<file path="src/fqs_pkg.sv">
package fqs_pkg;

  localparam int DEPTH      = 16;
  localparam int DATA_WIDTH = 32;
  localparam int IDX_W      = $clog2(DEPTH);
  localparam int CNT_W      = $clog2(DEPTH + 1);

  // operation codes
  localparam logic [2:0] OP_ENQ   = 3'd0;
  localparam logic [2:0] OP_DEQ   = 3'd1;
  localparam logic [2:0] OP_PEEK  = 3'd2;
  localparam logic [2:0] OP_FIND  = 3'd3;
  localparam logic [2:0] OP_CLEAR = 3'd4;

  // result status codes
  localparam logic [1:0] ST_OK    = 2'd0;
  localparam logic [1:0] ST_EMPTY = 2'd1;
  localparam logic [1:0] ST_FULL  = 2'd2;

  localparam logic [31:0] RD_EMPTY = '1;

  typedef struct packed {
    logic [2:0]         func;
    logic signed [31:0] value;
  } in_item_t;

  typedef struct packed {
    logic signed [31:0] read_value;
    logic               found;
    logic               is_empty;
    logic [1:0]         status;
  } out_item_t;

  // controller to datapath
  typedef struct packed {
    logic latch;
    logic commit;
    logic scan_step;
    logic load_res;
  } cmd_t;

  // datapath to controller
  typedef struct packed {
    logic is_search;
    logic empty;
    logic hit;
    logic last;
  } stat_t;

  function automatic logic [IDX_W-1:0] next_idx(input logic [IDX_W-1:0] i);
    logic [IDX_W-1:0] r;
    if (i == IDX_W'(DEPTH - 1)) r = '0;
    else                        r = i + 1'b1;
    return r;
  endfunction

endpackage

</file>
<file path="src/fqs_ctrl.sv">
module fqs_ctrl (
  input  logic          clk_i,
  input  logic          rst_ni,
  input  logic          in_valid_i,
  output logic          in_stall_o,
  output logic          out_valid_o,
  input  logic          out_stall_i,
  input  fqs_pkg::stat_t stat_i,
  output fqs_pkg::cmd_t  cmd_o
);

  localparam logic [1:0] S_IDLE = 2'd0;
  localparam logic [1:0] S_EXEC = 2'd1;
  localparam logic [1:0] S_SCAN = 2'd2;

  logic [1:0] state_q, state_d;
  logic       out_valid_q, out_valid_d;
  logic       out_free;

  assign out_free = !out_valid_q || !out_stall_i;

  always_comb begin
    state_d    = state_q;
    cmd_o      = '0;
    in_stall_o = 1'b1;
    unique case (state_q)
      S_IDLE: begin
        in_stall_o = 1'b0;
        if (in_valid_i) begin
          cmd_o.latch = 1'b1;
          state_d     = S_EXEC;
        end
      end
      S_EXEC: begin
        if (stat_i.is_search && !stat_i.empty) begin
          state_d = S_SCAN;
        end else if (out_free) begin
          cmd_o.commit   = 1'b1;
          cmd_o.load_res = 1'b1;
          state_d        = S_IDLE;
        end
      end
      S_SCAN: begin
        if (stat_i.hit || stat_i.last) begin
          if (out_free) begin
            cmd_o.load_res = 1'b1;
            state_d        = S_IDLE;
          end
        end else begin
          cmd_o.scan_step = 1'b1;
        end
      end
      default: state_d = S_IDLE;
    endcase
  end

  assign out_valid_d = cmd_o.load_res || (out_valid_q && out_stall_i);
  assign out_valid_o = out_valid_q;

  always_ff @(posedge clk_i or negedge rst_ni) begin
    if (!rst_ni) begin
      state_q     <= S_IDLE;
      out_valid_q <= 1'b0;
    end else begin
      state_q     <= state_d;
      out_valid_q <= out_valid_d;
    end
  end

  // a held result is never overwritten
  a_no_overwrite: assert property (@(posedge clk_i) disable iff (!rst_ni)
    (out_valid_q && out_stall_i) |-> !cmd_o.load_res)
    else $error("result loaded while previous one still stalled");

  // input is taken only while no item is in flight
  a_one_item: assert property (@(posedge clk_i) disable iff (!rst_ni)
    cmd_o.latch |=> (state_q == S_EXEC))
    else $error("accepted item did not enter execution");

  // a scan only starts for a search
  a_scan_search: assert property (@(posedge clk_i) disable iff (!rst_ni)
    (state_q == S_SCAN) |-> stat_i.is_search)
    else $error("scan running for a non-search operation");

endmodule

</file>
<file path="src/fqs_datapath.sv">
module fqs_datapath (
  input  logic               clk_i,
  input  logic               rst_ni,
  input  fqs_pkg::in_item_t  in_data_i,
  input  fqs_pkg::cmd_t      cmd_i,
  output fqs_pkg::stat_t     stat_o,
  output fqs_pkg::out_item_t out_data_o
);

  localparam int Dw = fqs_pkg::DATA_WIDTH;
  localparam int Iw = fqs_pkg::IDX_W;
  localparam int Cw = fqs_pkg::CNT_W;

  logic [Dw-1:0] mem [fqs_pkg::DEPTH];

  logic [Iw-1:0] head_q, head_d, tail_q, tail_d;
  logic [Cw-1:0] count_q, count_d;
  logic [2:0]    op_q;
  logic [Dw-1:0] value_q;
  logic [Dw-1:0] rdata_q;
  logic [Iw-1:0] scan_idx_q;
  logic [Iw-1:0] scan_n_q;
  logic [Iw-1:0] rd_addr;
  logic          full, empty, wr_en;
  fqs_pkg::out_item_t res, out_q;

  assign full  = (count_q == Cw'(fqs_pkg::DEPTH));
  assign empty = (count_q == '0);
  assign wr_en = cmd_i.commit && (op_q == fqs_pkg::OP_ENQ) && !full;

  assign stat_o.is_search = (op_q == fqs_pkg::OP_FIND);
  assign stat_o.empty     = empty;
  assign stat_o.hit       = (rdata_q == value_q);
  assign stat_o.last      = ({1'b0, scan_n_q} == Cw'(count_q - 1'b1));

  assign rd_addr = cmd_i.scan_step ? fqs_pkg::next_idx(scan_idx_q) : head_q;

  // pointer and count update
  always_comb begin
    head_d  = head_q;
    tail_d  = tail_q;
    count_d = count_q;
    if (cmd_i.commit) begin
      case (op_q) inside
        fqs_pkg::OP_ENQ: begin
          if (!full) begin
            tail_d  = fqs_pkg::next_idx(tail_q);
            count_d = count_q + 1'b1;
          end
        end
        fqs_pkg::OP_DEQ: begin
          if (!empty) begin
            head_d  = fqs_pkg::next_idx(head_q);
            count_d = count_q - 1'b1;
          end
        end
        fqs_pkg::OP_CLEAR: begin
          head_d  = '0;
          tail_d  = '0;
          count_d = '0;
        end
        default: ;
      endcase
    end
  end

  // result fields
  always_comb begin
    res          = '0;
    res.is_empty = (count_d == '0);
    res.status   = fqs_pkg::ST_OK;
    unique case (op_q) inside
      fqs_pkg::OP_ENQ: begin
        if (full) res.status = fqs_pkg::ST_FULL;
      end
      fqs_pkg::OP_DEQ, fqs_pkg::OP_PEEK: begin
        if (empty) begin
          res.read_value = fqs_pkg::RD_EMPTY;
          res.status     = fqs_pkg::ST_EMPTY;
        end else begin
          res.read_value = 32'(signed'(rdata_q));
        end
      end
      fqs_pkg::OP_FIND: res.found = !empty && stat_o.hit;
      default: ;
    endcase
  end

  always_ff @(posedge clk_i or negedge rst_ni) begin
    if (!rst_ni) begin
      head_q  <= '0;
      tail_q  <= '0;
      count_q <= '0;
    end else begin
      head_q  <= head_d;
      tail_q  <= tail_d;
      count_q <= count_d;
    end
  end

  always_ff @(posedge clk_i) begin
    if (cmd_i.latch) begin
      op_q    <= in_data_i.func;
      value_q <= Dw'(in_data_i.value);
    end
    if (cmd_i.latch) begin
      scan_idx_q <= head_q;
      scan_n_q   <= '0;
    end else if (cmd_i.scan_step) begin
      scan_idx_q <= fqs_pkg::next_idx(scan_idx_q);
      scan_n_q   <= scan_n_q + 1'b1;
    end
    if (cmd_i.load_res) out_q <= res;
  end

  // entry memory, one write and one registered read port
  always_ff @(posedge clk_i) begin
    if (wr_en) mem[tail_q] <= value_q;
    if (cmd_i.latch || cmd_i.scan_step) rdata_q <= mem[rd_addr];
  end

  assign out_data_o = out_q;

  a_count_range: assert property (@(posedge clk_i) disable iff (!rst_ni)
    count_q <= Cw'(fqs_pkg::DEPTH))
    else $error("entry count above depth");

  a_ptr_meet: assert property (@(posedge clk_i) disable iff (!rst_ni)
    (empty || full) |-> (head_q == tail_q))
    else $error("head and tail disagree with empty or full count");

  a_scan_bound: assert property (@(posedge clk_i) disable iff (!rst_ni)
    cmd_i.scan_step |-> ({1'b0, scan_n_q} < count_q))
    else $error("scan stepped past stored entries");

endmodule

</file>
<file path="src/fifo_queue_with_search.sv">
// fifo queue with search: a ring of fqs_pkg::DEPTH signed words taking one
// request at a time (enqueue, dequeue, peek, search, clear) and giving one
// result per request with the empty flag after the operation and a status
// (ok, was empty, full and dropped). enqueue, dequeue, peek, clear, unknown
// codes and a search of an empty queue load their result from the execute
// state once the output is free; a search of a filled queue moves to the
// scan state, compares up to the number of stored entries one entry per
// cycle through the single registered read port of the entry memory, and
// loads its result once an entry matches or the last one is compared and
// the output is free. the next transaction is accepted in the cycle after a
// result is loaded, even while that result is still stalled at the output
module fifo_queue_with_search (
  input  logic               clk_i,
  input  logic               rst_ni,
  // request channel
  input  logic               in_valid_i,
  output logic               in_stall_o,
  input  fqs_pkg::in_item_t  in_data_i,
  // result channel
  output logic               out_valid_o,
  input  logic               out_stall_i,
  output fqs_pkg::out_item_t out_data_o
);

  // command and status between controller and datapath
  fqs_pkg::cmd_t  cmd;
  fqs_pkg::stat_t stat;

  // sequencer: accept, execute, scan, result handoff
  fqs_ctrl u_ctrl (
    .clk_i       (clk_i),
    .rst_ni      (rst_ni),
    .in_valid_i  (in_valid_i),
    .in_stall_o  (in_stall_o),
    .out_valid_o (out_valid_o),
    .out_stall_i (out_stall_i),
    .stat_i      (stat),
    .cmd_o       (cmd)
  );

  // ring storage, pointers, compare and result register
  fqs_datapath u_datapath (
    .clk_i      (clk_i),
    .rst_ni     (rst_ni),
    .in_data_i  (in_data_i),
    .cmd_i      (cmd),
    .stat_o     (stat),
    .out_data_o (out_data_o)
  );

endmodule
</file>
<file path="config.mk">
export PLATFORM = sky130hd
export DESIGN_NAME = fifo_queue_with_search
export DESIGN_NICKNAME = d
export VERILOG_FILES = /design/src/fqs_pkg.sv /design/src/fqs_ctrl.sv /design/src/fqs_datapath.sv /design/src/fifo_queue_with_search.sv
export SDC_FILE = /design/constraint.sdc
export NUM_CORES = 1
export LEC_CHECK = 0
export ABC_AREA = 1
export BUFFER_PORTS_ARGS = -buffer_cell sky130_fd_sc_hd__buf_2
export CAP_MARGIN = 20
export CELL_PAD_IN_SITES_DETAIL_PLACEMENT = 0
export CELL_PAD_IN_SITES_GLOBAL_PLACEMENT = 2
export CORE_MARGIN = 2
export CORE_UTILIZATION = 30
export DETAILED_ROUTE_END_ITERATION = 16
export HOLD_SLACK_MARGIN = 0.02
export PLACE_DENSITY_LB_ADDON = 0.1
export RECOVER_POWER = 100
export SETUP_SLACK_MARGIN = 0.5
export SYNTH_ARGS = -nofsm -noshare
export SYNTH_HDL_FRONTEND = slang
export SYNTH_HIERARCHICAL = 1
export SYNTH_SLANG_ARGS = --single-unit
</file>
<file path="constraint.sdc">
create_clock -name clk_i -period 6.9 [get_ports clk_i]
set_input_delay 0.69 -clock clk_i [delete_from_list [all_inputs] [get_ports clk_i]]
set_output_delay 0.69 -clock clk_i [all_outputs]
set_load 0.01 [all_outputs]
</file>
Yosys cells after proc, flatten, opt, wreduce, memory -nomap -nowiden. Memories as Yosys holds them, arrays and structs flattened. A register that Yosys moved wholly into a read port is not among the register bits. Cells that the tools add are included.

Bits in registers: 95. Bits in writable memories: 512. Input port bits: 39. Output and inout port bits: 38. Logic and storage cells: 101. Memories kept: 1.

Memories: u_datapath.mem (words 16, bits a word 32, read ports 1, clocked after memory_dff 1, wr ports 1, line fqs_datapath.sv:14) `logic [Dw-1:0] mem [fqs_pkg::DEPTH];`.

Add/subtract/negate cells: 6. Equal/unequal tests: 17. Multiplexer cells: 39. Bitwise operators: 1. Reduce and logical (&&, ||, !) cells: 24.

Operators by type and width (number): $mux W4 (12); $eq A32 B32 Y1 (1); $mux W32 (1); $mux W5 (6); $add A4 B1 Y4 const B (4); $eq A4 B4 Y1 const B (3); $mux W1 (12); $logic_not A5 Y1 (2); $mux W2 (5); $reduce_and A4 Y1 (2); $eq A3 B2 Y1 const B (2); $ne A2 B2 Y1 const B (3); $pmux W2 S3 (1); $reduce_bool A2 Y1 (3); $add A5 B1 Y5 const B (1); $eq A4 B5 Y1 (1); $eq A5 B5 Y1 const B (1); $logic_and A1 B1 Y1 (5); $sub A5 B1 Y5 const B (1); $logic_not A1 Y1 (4); $logic_or A1 B1 Y1 (4); $ne A2 B1 Y1 const B (2); $pmux W2 S2 (1); $eq A3 B1 Y1 const B (1); other kinds (9) (9).

Depth between registers and ports, before layout. Gate-level depths: netlist of run 1.

Depth after elaboration: 9. Depth in mapped cells: 23. Mapped depth without buffers: 21.

Hierarchy. The synthesis of run 1 kept the hierarchy.

Modules (own cells, without submodules): fqs_datapath (instances 1, cells each 2370, area an instance 26695.6 µm², sequential area each 18993.2 µm²); fqs_ctrl (instances 1, cells each 42, area an instance 276.5 µm², sequential area each 75.1 µm²).

Worst setup path after synthesis of run 1. Ideal clock, no wire load.

Path kind: flip-flop to flip-flop. From: register u_datapath.count_q[0]. To: memory u_datapath/mem[3][0] in the netlist's numbering (enable). Setup time: 0.461 ns. Data arrival time: 4.364 ns. Required time: 6.439 ns. Slack: 2.075 ns. Stages on the path, launching flop included: 16. Path buffers: 3. Period minus slack after synthesis: 4.825 ns. Path through: dfrtp_1 -> inv_1 -> ha_1 -> nand3_1 -> buf_2 -> buf_1 -> inv_1 -> buf_4 -> inv_1 -> nand2_1 -> nand2_1 -> nor2_1 -> inv_1 -> nor2_1 -> nand2_1 -> nor3_1.

RTL lines: from (decl) (line fqs_datapath.sv:17) `logic [Cw-1:0] count_q, count_d;`; from (signal assigned) (line fqs_datapath.sv:97) `count_q <= count_d;`; to (decl) (line fqs_datapath.sv:14).

==> impl_summary.md, run 1 <==
Logic synthesis
The library cell occupying the most area in the post-synthesis netlist is edfxtp_1. The basic-gate share of the synthesized area counting and, or, nand and nor cells is 0.225. After synthesis, the share of flip-flops with an asynchronous set or reset is 0.0250. The mapped netlist covers 27000 um2. The number of nets handed over by synthesis was 2464. The synthesized design contains 639 register bits.

For this run, the register share of the synthesized area comes to 0.707. Of the total synthesized cell area, the portion taken by XOR and XNOR cells is 0.0107. The most used flip-flop cell after synthesis is edfxtp_1. After synthesis, the share of cell area in mux cells is 0. Sorting the synthesized cells by area gives the leading types as edfxtp_1, nand2_1, nand3_1. The share of synthesized area in the top cell type comes to 0.689. By instance count, the leading cell after synthesis is nand2_1.

The area share of fa/ha/maj cells after synthesis is 0.00603. The number of different library cells in the post-synthesis netlist is 29. The combinational family with the most area after synthesis is simple AND/OR/NAND/NOR gates. The compound-cell area share of the yosys netlist is 0.0139. Synthesis produced a netlist whose cell count is 2412. Counting flops with a built-in enable in the synthesized netlist gives 619.

Ranked by instance count, the synthesized netlist is headed by nand2_1, edfxtp_1, nand3_1. For this run, the number of Yosys warnings is 6. Dividing the synthesized area by the synthesized cell count gives 11.2 um2.

Power and ir drop
The total power of the final layout is 11.6 mW. IR analysis of the VDD net gives a maximum drop of 0.000200 V. In this run the static leakage power is 11.5 nW. The power per cell area is 375 nW/um2.

Setup path
In this run the register-to-register setup slack is 1.23 ns. The dominant cell type by count on the critical path is nand2_1. The cell family contributing the most delay on the critical path is simple AND/OR/NAND/NOR gates. The required time at the worst-slack endpoint is 7.28 ns. On the worst path, the slowest cell contributes a delay of 0.76 ns. Data on the critical path arrives at its endpoint at 6.04 ns. Traced cell by cell, the critical path runs through or2_2 -> a21oi_1 -> nand3_1 -> nor2_1 -> nand2_1 -> inv_1 -> nor2_1 -> nand2_2 -> inv_1 -> inv_1 -> nor2_2 -> nand2_8 -> nand2_2 -> buf_12 -> nand2_1 -> nand2_1 -> nand2_1 -> nand3_1 -> nand3_1 -> nand2_1. The start-to-end type of the worst setup path is reg2reg. The largest fanout on the critical path is 87. The launching element type of the critical path is a flip-flop.

Together, buffers and inverters on the worst path number 4. Among all stages on the critical path, the largest delay is contributed by nand2_2. STA classifies the critical path endpoint as a flip-flop.

Die
The total number of placement rows is 109. The count of boundary I/O pins is 77. The die is 304 um wide. The area enclosed by the die boundary is 92300 um2. The starting utilization of the core area is 0.304.

From bottom edge to top edge, the die measures 304 um. The area of the core is 88800 um2.

Job
The tool flagged a number of max-cap violations equal to 18.

Clock network
The clock passes through at most 3 buffers. The TritonCTS sink count is 639. Clock tree synthesis selected as its root buffer the cell clkbuf_16. The clock insertion delay at the later pin of the skew report is 0.64 ns. After clock tree synthesis, the clock-pin slew on the worst setup and hold paths is 0.06 ns. The clock tree synthesis step divided the H-tree into 3 levels. TritonCTS built the clock tree. The TritonCTS buffer count is 78.

Run status
The flow ran to the end, but the final reports show violations. The checks that failed: max-capacitance violations, max-slew violations.

Timing
The final-report max-slew violation count came to 450. Between clock sinks in the finished design, the worst skew comes to 0.0332 ns. The highest clock frequency the design can meet is 176 MHz. The sum of negative setup slack is 0 ns.

Headroom to the max-slew limit came out at -1.54. The post-layout worst setup margin is 1.23 ns. The number of endpoints with negative hold slack in the final report is 0.

For the pin with the worst max-slew slack, the measured transition is 3.81 ns. After layout, the minimum clock period comes to 5.67 ns. The final cycle utilization of the critical path is 0.821. Setup violations remaining at the end of the flow were counted as 0.

Setup repair after global routing left no endpoint under its margin.

Placed design
Detailed placement ended at an HPWL of 44000 um. The count of placed standard cells including taps is 3555. The routability congestion estimate from global placement is 0.735. The worst slack after detailed placement is 1.93 ns.

The count of buffers added on input and output ports is 76.

Detailed routing
The ratio of routed vias to standard cells is 4.85. For this block, the initial DRC count from the detailed router was 1146. The detail route stage leaves a number of antenna-violating nets equal to 0. The routed wire length per instance is 23.6 um. After detailed routing, the number of remaining DRC violations is 0. Across all layers, the routed design uses 17900 vias. The wire length after detailed routing is 87500 um. The pre-antenna-repair detailed-routing pass consisted of 5 iterations.

Cells and area
The area of the multi-input gates is 7020 um2. The total of fill cells in the finished design is 8851. The repair_antennas step left the layout with diodes totalling 0. After the last flow step, the layout net total stands at 2523. The synthesis-to-finish area growth is 14.4%. The area used by sequential logic in the layout is 19100 um2.

The share of layout cells above drive strength 1 is 0.0714. Once layout is complete, the cells apart from fillers number 3700. Measured on the finished design, the core utilization comes to 0.347.

GRT
In the global route stage, overall resource usage came out at 0.189. The number of global-route vias before repair is 18000. The global-route wire length before repair is 127000 um. The initial antenna violation count is 0. The final global-route overflow total is 0. Entering global routing, the biggest net connects 140 pins.

Hold path
The worst hold path class is in2reg.
## routing by layer
metal / share of wire / global-route usage / wire (um)
met1: 0.47 / 0.260 / 40900
met2: 0.48 / 0.314 / 41900
met3: 0.036 / 0.0243 / 3130
met4: 0.018 / 0.0469 / 1610
met5: 0 / 0 / 0
## layout make-up
type,count,share of cell area
Multi-Input combinational cell,1555,0.227
Tap cell,1165,0.0472
Clock buffer,108,0.0683
Timing Repair Buffer,120,0.0214
Inverter,77,0.00945
Sequential cell,639,0.618
Clock inverter,36,0.00807
## state kept, by name (all words and copies together) (netlist names)
register and flops:
u_datapath/out_data_o 36, u_datapath/scan_idx_q 4, u_datapath/op_q 3, u_datapath/scan_n_q 4, u_datapath/mem 512, u_ctrl/out_valid_o 1
u_ctrl/state_q 2, u_datapath/count_q 5, u_datapath/rdata_q 32, u_datapath/value_q 32, u_datapath/tail_q 4, u_datapath/head_q 4
## report_power, final
| part | switching (mW) | internal (mW) | total [mW] |
|---|---|---|---|
| registers | 0.330 | 4.78 | 5.11 |
| logic | 1.86 | 0.771 | 2.63 |
| clock network | 1.64 | 2.18 | 3.82 |
## worst paths after layout
path | from | depth (start not counted) | end
max | u_datapath/value_q[29]$_DFFE_PP_ | 20 | u_datapath/rdata_q[22]$_DFFE_PP_
min | in_data_i[13] | 1 | u_datapath/value_q[13]$_DFFE_PP_
max reg2reg | u_datapath/value_q[29]$_DFFE_PP_ | 20 | u_datapath/rdata_q[22]$_DFFE_PP_
min reg2reg | u_datapath/scan_n_q[3]$_SDFFE_PP0P_ | 1 | u_datapath/scan_n_q[3]$_SDFFE_PP0P_
max in group asynchronous | rst_ni | 2 | u_datapath/head_q[1]$_DFFE_PN0P_
min in group asynchronous | rst_ni | 2 | u_datapath/head_q[3]$_DFFE_PN0P_
## worst register-to-register path: stages (launching register included)
cell      delay [ns]
edfxtp_1        0.68
or2_2           0.40
a21oi_1         0.24
nand3_1         0.41
nor2_1          0.22
nand2_1         0.21
inv_1           0.11
nor2_1          0.06
nand2_2         0.07
inv_1           0.13
inv_1           0.41
nor2_2          0.14
nand2_8         0.37
nand2_2         0.83
buf_12          0.51
nand2_1         0.25
nand2_1         0.07
nand2_1         0.06
nand3_1         0.10
nand3_1         0.11
nand2_1         0.05
## cell families (layout without fill, tap and decap cells)
family / Yosys count / count (layout)
AOI/OAI and AO/OA: 71 / 71
xor gates and xnor gates: 33 / 33
adders and majority gates: 13 / 13
buffers and inverters: 218 / 341
and+or+nand+nor: 1438 / 1438
DFF: 639 / 639
## cell usage in the layout (no fill, tap or decap), types with 2 or more instances in the layout
cell type	netlist	final
nand2_8	0	2
inv_6	0	2
nor2_2	3	2
ha_1	13	13
nor2_1	45	37
a211oi_1	2	2
clkbuf_16	0	79
clkinv_2	0	8
clkinv_8	0	3
inv_2	3	2
clkbuf_2	0	4
o21a_1	2	2
edfxtp_1	619	619
o21ai_4	0	3
nand3_1	480	480
buf_2	74	26
inv_1	74	73
nor2_4	0	9
or2_2	9	9
clkbuf_1	25	95
clkbuf_8	0	2
a21oi_1	43	43
o21ai_0	17	18
buf_4	28	14
nand2_2	5	4
buf_12	0	7
nor3b_1	2	2
dfrtp_1	16	16
nand2_1	884	883
clkinv_1	0	21
dfxtp_1	4	4
nor3_1	9	8
xor2_1	16	16
xnor2_1	17	17
## repair_timing
item / 4_1_cts / 5_1_grt
hold buffers: 1 / 0
hold endpoints to repair: 16 / 0
buffers inserted: 0 / 0
gates resized for setup: 0 / 0
## per-stage QoR
stage | hold slack, ns | area (um2)
finish | 0.225 | 30900
global route | 0.194 | 30900
CTS | 0.184 | 31100
detailed placement | 0.506 | 28700
global placement | 0.505 | 28700
floorplan | 0.394 | 27000
No activity file was read; power rests on OpenSTA's default activity.
==> run 2: changes to the inputs <==
--- a/config.mk
+++ b/config.mk
@@ -5,7 +5,7 @@
 export SDC_FILE = /design/constraint.sdc
 export NUM_CORES = 1
 export LEC_CHECK = 0
-export ABC_AREA = 1
+export ABC_AREA = 0
 export BUFFER_PORTS_ARGS = -buffer_cell sky130_fd_sc_hd__buf_2
 export CAP_MARGIN = 20
 export CELL_PAD_IN_SITES_DETAIL_PLACEMENT = 0
==> constraint.sdc (replaced) <==
create_clock -name clk_i -period 5 [get_ports clk_i]
set_input_delay 0.5 -clock clk_i [delete_from_list [all_inputs] [get_ports clk_i]]
set_output_delay 0.5 -clock clk_i [all_outputs]
set_load 0.01 [all_outputs]
==> impl_summary.md, run 2 <==
Run status
The flow ran to the end, but the final reports show violations. The final reports fail on max-capacitance violations, max-slew violations.

Cells and area
Relative to the synthesized area, the layout overhead comes to 18.1%. In the final layout, the multi-input gates occupy 5870 um2. For this run, the post-layout net count is 1918. The repair_antennas step left the layout with diodes totalling 0.

Across the whole layout, storage elements account for 19100 um2. The register with the most flip-flops in the final layout is u_datapath/mem. The share of layout cells above drive strength 1 is 0.128. The total of fill cells in the finished design is 8085. The register with the most flip-flops in the layout has 512 of them. The most common cell after layout, fill and taps aside is edfxtp_1.

The top cell types in the final layout, fill and taps aside, are edfxtp_1, nand2_1, clkbuf_1, clkbuf_16, a21oi_1.

Setup path
The reg-to-reg critical path endpoint is u_datapath/rdata_q[12]$_DFFE_PP_. Setup slack on the worst reg-to-reg path comes out at 0.48 ns. The launching element type of the critical path is a flip-flop.

The most critical setup path has its startpoint at u_datapath/value_q[25]$_DFFE_PP_. The critical path in this run is classified as reg2reg. The required time at the worst-slack endpoint is 5.50 ns. In this run the critical register-to-register path is launched from u_datapath/value_q[25]$_DFFE_PP_. For the worst flop-to-flop path, the logic depth is 13.

Of all nets on the critical path, the largest fanout is 42. The arrival time at the worst endpoint is 5.02 ns. The type of element capturing the critical path is a flip-flop.

Job
The max-cap check violation count is 4.

Logic synthesis
The number of storage elements in the synthesis netlist is 639. edfxtp_1 is the most common cell in the netlist. The post-synthesis net count is 1774. Summing every instance area after synthesis gives 25400 um2. After synthesis, the share of flip-flops with an asynchronous set or reset is 0.0250. The synthesized design spends more area on one cell type than any other, namely edfxtp_1. The instance count of the mapped netlist is 1722.

The number of flops mapped to enable cells by yosys is 619. In the synthesized netlist the dominant register cell turns out to be edfxtp_1. The number of different library cells in the post-synthesis netlist is 59.

Ranked by total cell area, the synthesized netlist is headed by edfxtp_1, nand2_1, a2111oi_2. The Yosys step of the flow raised 6 warnings. Of the post-synthesis cell area, the dominant cell type holds 0.733. The average footprint of a synthesized cell is 14.7 um2. Of the synthesized area, sequential elements account for 0.752. Sorting the synthesized cells by how often they occur yields edfxtp_1, nand2_1, a21oi_1.

Detailed routing
The final layout contains routed wiring with a total length of 77500 um. The detailed-routing iteration count for the pre-antenna-repair pass is 4. The number of vias in the routed layout is 14800. In the routed design, unresolved DRC markers number 0.

The ratio of routed vias to standard cells is 4.83. The count of nets left with antenna violations after detail routing is 0. The detailed router finished its first iteration with 1121 violations. The routed wire length per instance is 25.3 um.

Clock network
The TritonCTS buffer count is 76. The H-tree generated during clock tree synthesis spans 3 levels. Clock-pin slew was measured on the worst setup and hold paths at 0.06 ns.

Clock tree synthesis selected as its root buffer the cell clkbuf_16. In this run the deepest clock path goes through 3 buffers. CTS saw 639 sinks.

The clock insertion delay at the later pin of the skew report is 0.63 ns. TritonCTS built the clock tree.

Hold path
For hold timing, the worst endpoint is u_datapath/value_q[24]$_DFFE_PP_. Counting instances, the worst hold path has a depth of 1. The launch instance of the worst min-delay path is in_data_i[24].

The path class of the tightest hold or removal check is in2reg.

GRT
The initial antenna violation count is 1. The largest net degree at the start of global routing is 63. Summed over all layers, the global routing overflow is 0. Across every metal layer, demand over resource in global routing totals 0.180. The number of global-route vias before repair is 14900. The first global-routing pass estimated 111000 um of wire.

Placed design
Detailed placement ended at an HPWL of 40100 um. The congestion estimate from routability-driven global placement came to 0.743. During placement, the flow inserted port buffers numbering 76.

Die
In this run the standard cell core region covers 83700 um2. The height of the die is 295 um. The initial utilization of the core area, before any placement, comes to 0.303. In this run the horizontal extent of the chip is 295 um. The count of boundary I/O pins is 77. The floorplan has 106 rows.

The area enclosed by the die boundary is 86900 um2.

Timing
At the pin with the least slew margin, the transition time is 2.06 ns. The worst hold slack is 0.0619 ns. The number of endpoints with negative hold slack in the final report is 0.

The final-report max-slew violation count is 100. The final cycle utilization of the critical path is 0.904. Setup violations remaining at the end of the flow were counted as 0. The worst-case clock skew is 0.0314 ns. The sum of negative setup slack is 0 ns. Setup repair after global routing left no endpoint under its margin. The highest clock frequency the design can meet is 221 MHz. The max-slew headroom at the worst pin is -0.375. After layout, the minimum clock period comes to 4.52 ns.

Power and ir drop
Dividing total power by cell area gives a power density of 535 nW/um2. The largest voltage drop on the vdd net is 0.000226 V. The analysis attributes to cell leakage a power of 10.1 nW.
-- run 2: cell types whose count changed after synthesis, moves of 33 or more --
cell / before / now
and3_1: 0 / 34
buf_2: 74 / 20
clkbuf_1: 25 / 66
inv_1: 74 / 15
mux2i_1: 0 / 35
nand2_1: 884 / 406
nand3_1: 480 / 70
o21a_1: 2 / 35
-- run 2: stage by stage --
step	cell area (um2)	power, mW	cells	utilization	setup WS, ns
after detailed placement	27800	10.9	2906	0.332	0.143
after global routing	30000	16.9	3059	0.358	0.255
final	30000	16.0	3059	0.358	0.479
after floorplan	25400	9.28	1722	-	0.421
after CTS	30300	16.5	3050	0.362	0.531
after global placement	27800	11.0	2905	0.332	0.0513
-- run 2: worst max-delay path: stages (launching register included) --
cell,delay [ns]
edfxtp_1,0.32
clkbuf_1,0.44
xor2_1,0.33
nor4_2,0.56
nand4_1,0.19
nor2_2,0.31
nor3b_1,0.13
nand2b_1,0.27
o21a_4,0.44
buf_12,0.29
nand2_1,0.09
a32o_1,0.26
a2111oi_0,0.57
a41o_1,0.16
-- run 2: final cells by class --
cell class / count / share of cell area
multi-input cells: 965 / 0.196
well taps: 1134 / 0.0474
clock inverters: 42 / 0.0136
clock buffers: 95 / 0.0666
inverters: 15 / 0.00188
flip-flops and latches: 639 / 0.637
repair buffers: 169 / 0.0380
-- run 2: what timing repair did --
action	CTS	global route
gates resized for setup	2	3
hold buffers	7	0
hold endpoints to repair	22	0
endpoints found under the setup margin	32	14
gates cloned	0	1
buffers inserted	0	8
-- run 2: logic make-up after synthesis --
group / count (synthesis) / synth area share
AO/OA/AOI/OAI: 278 / 0.0907
adder cells (fa/ha/maj): 13 / 0.00641
flip-flops: 639 / 0.752
multiplexers: 38 / 0.0151
XOR/XNOR: 43 / 0.0148
buffers and inverters: 119 / 0.0212
AND/OR/NAND/NOR: 592 / 0.100
-- run 2: power by group --
group	leakage, nW	internal (mW)	switching [mW]
Clock	1.16	3.16	2.26
Sequential	5.86	6.55	0.331
Combinational	3.08	1.22	2.51
-- run 2: metal layers --
layer  vias up  wire length (um)  track usage
li1       6837                 -            -
met1      7573             36000        0.245
met2       270             37500        0.300
met3        88              2670       0.0250
met4         0              1410       0.0469
met5         -                 0            0
-- run 2: how the worst max path moves through the flow --
stage	slack [ns]	to	cells past startpoint
after floorplan	0.42	u_datapath/mem[8][0]$_DFFE_PP_	13
after global placement	0.05	u_datapath/rdata_q[12]$_DFFE_PP_	13
after detailed placement	0.14	u_datapath/rdata_q[12]$_DFFE_PP_	12
after CTS	0.53	u_datapath/rdata_q[12]$_DFFE_PP_	12
after global routing	0.25	u_datapath/rdata_q[30]$_DFFE_PP_	13
final	0.48	u_datapath/rdata_q[12]$_DFFE_PP_	13
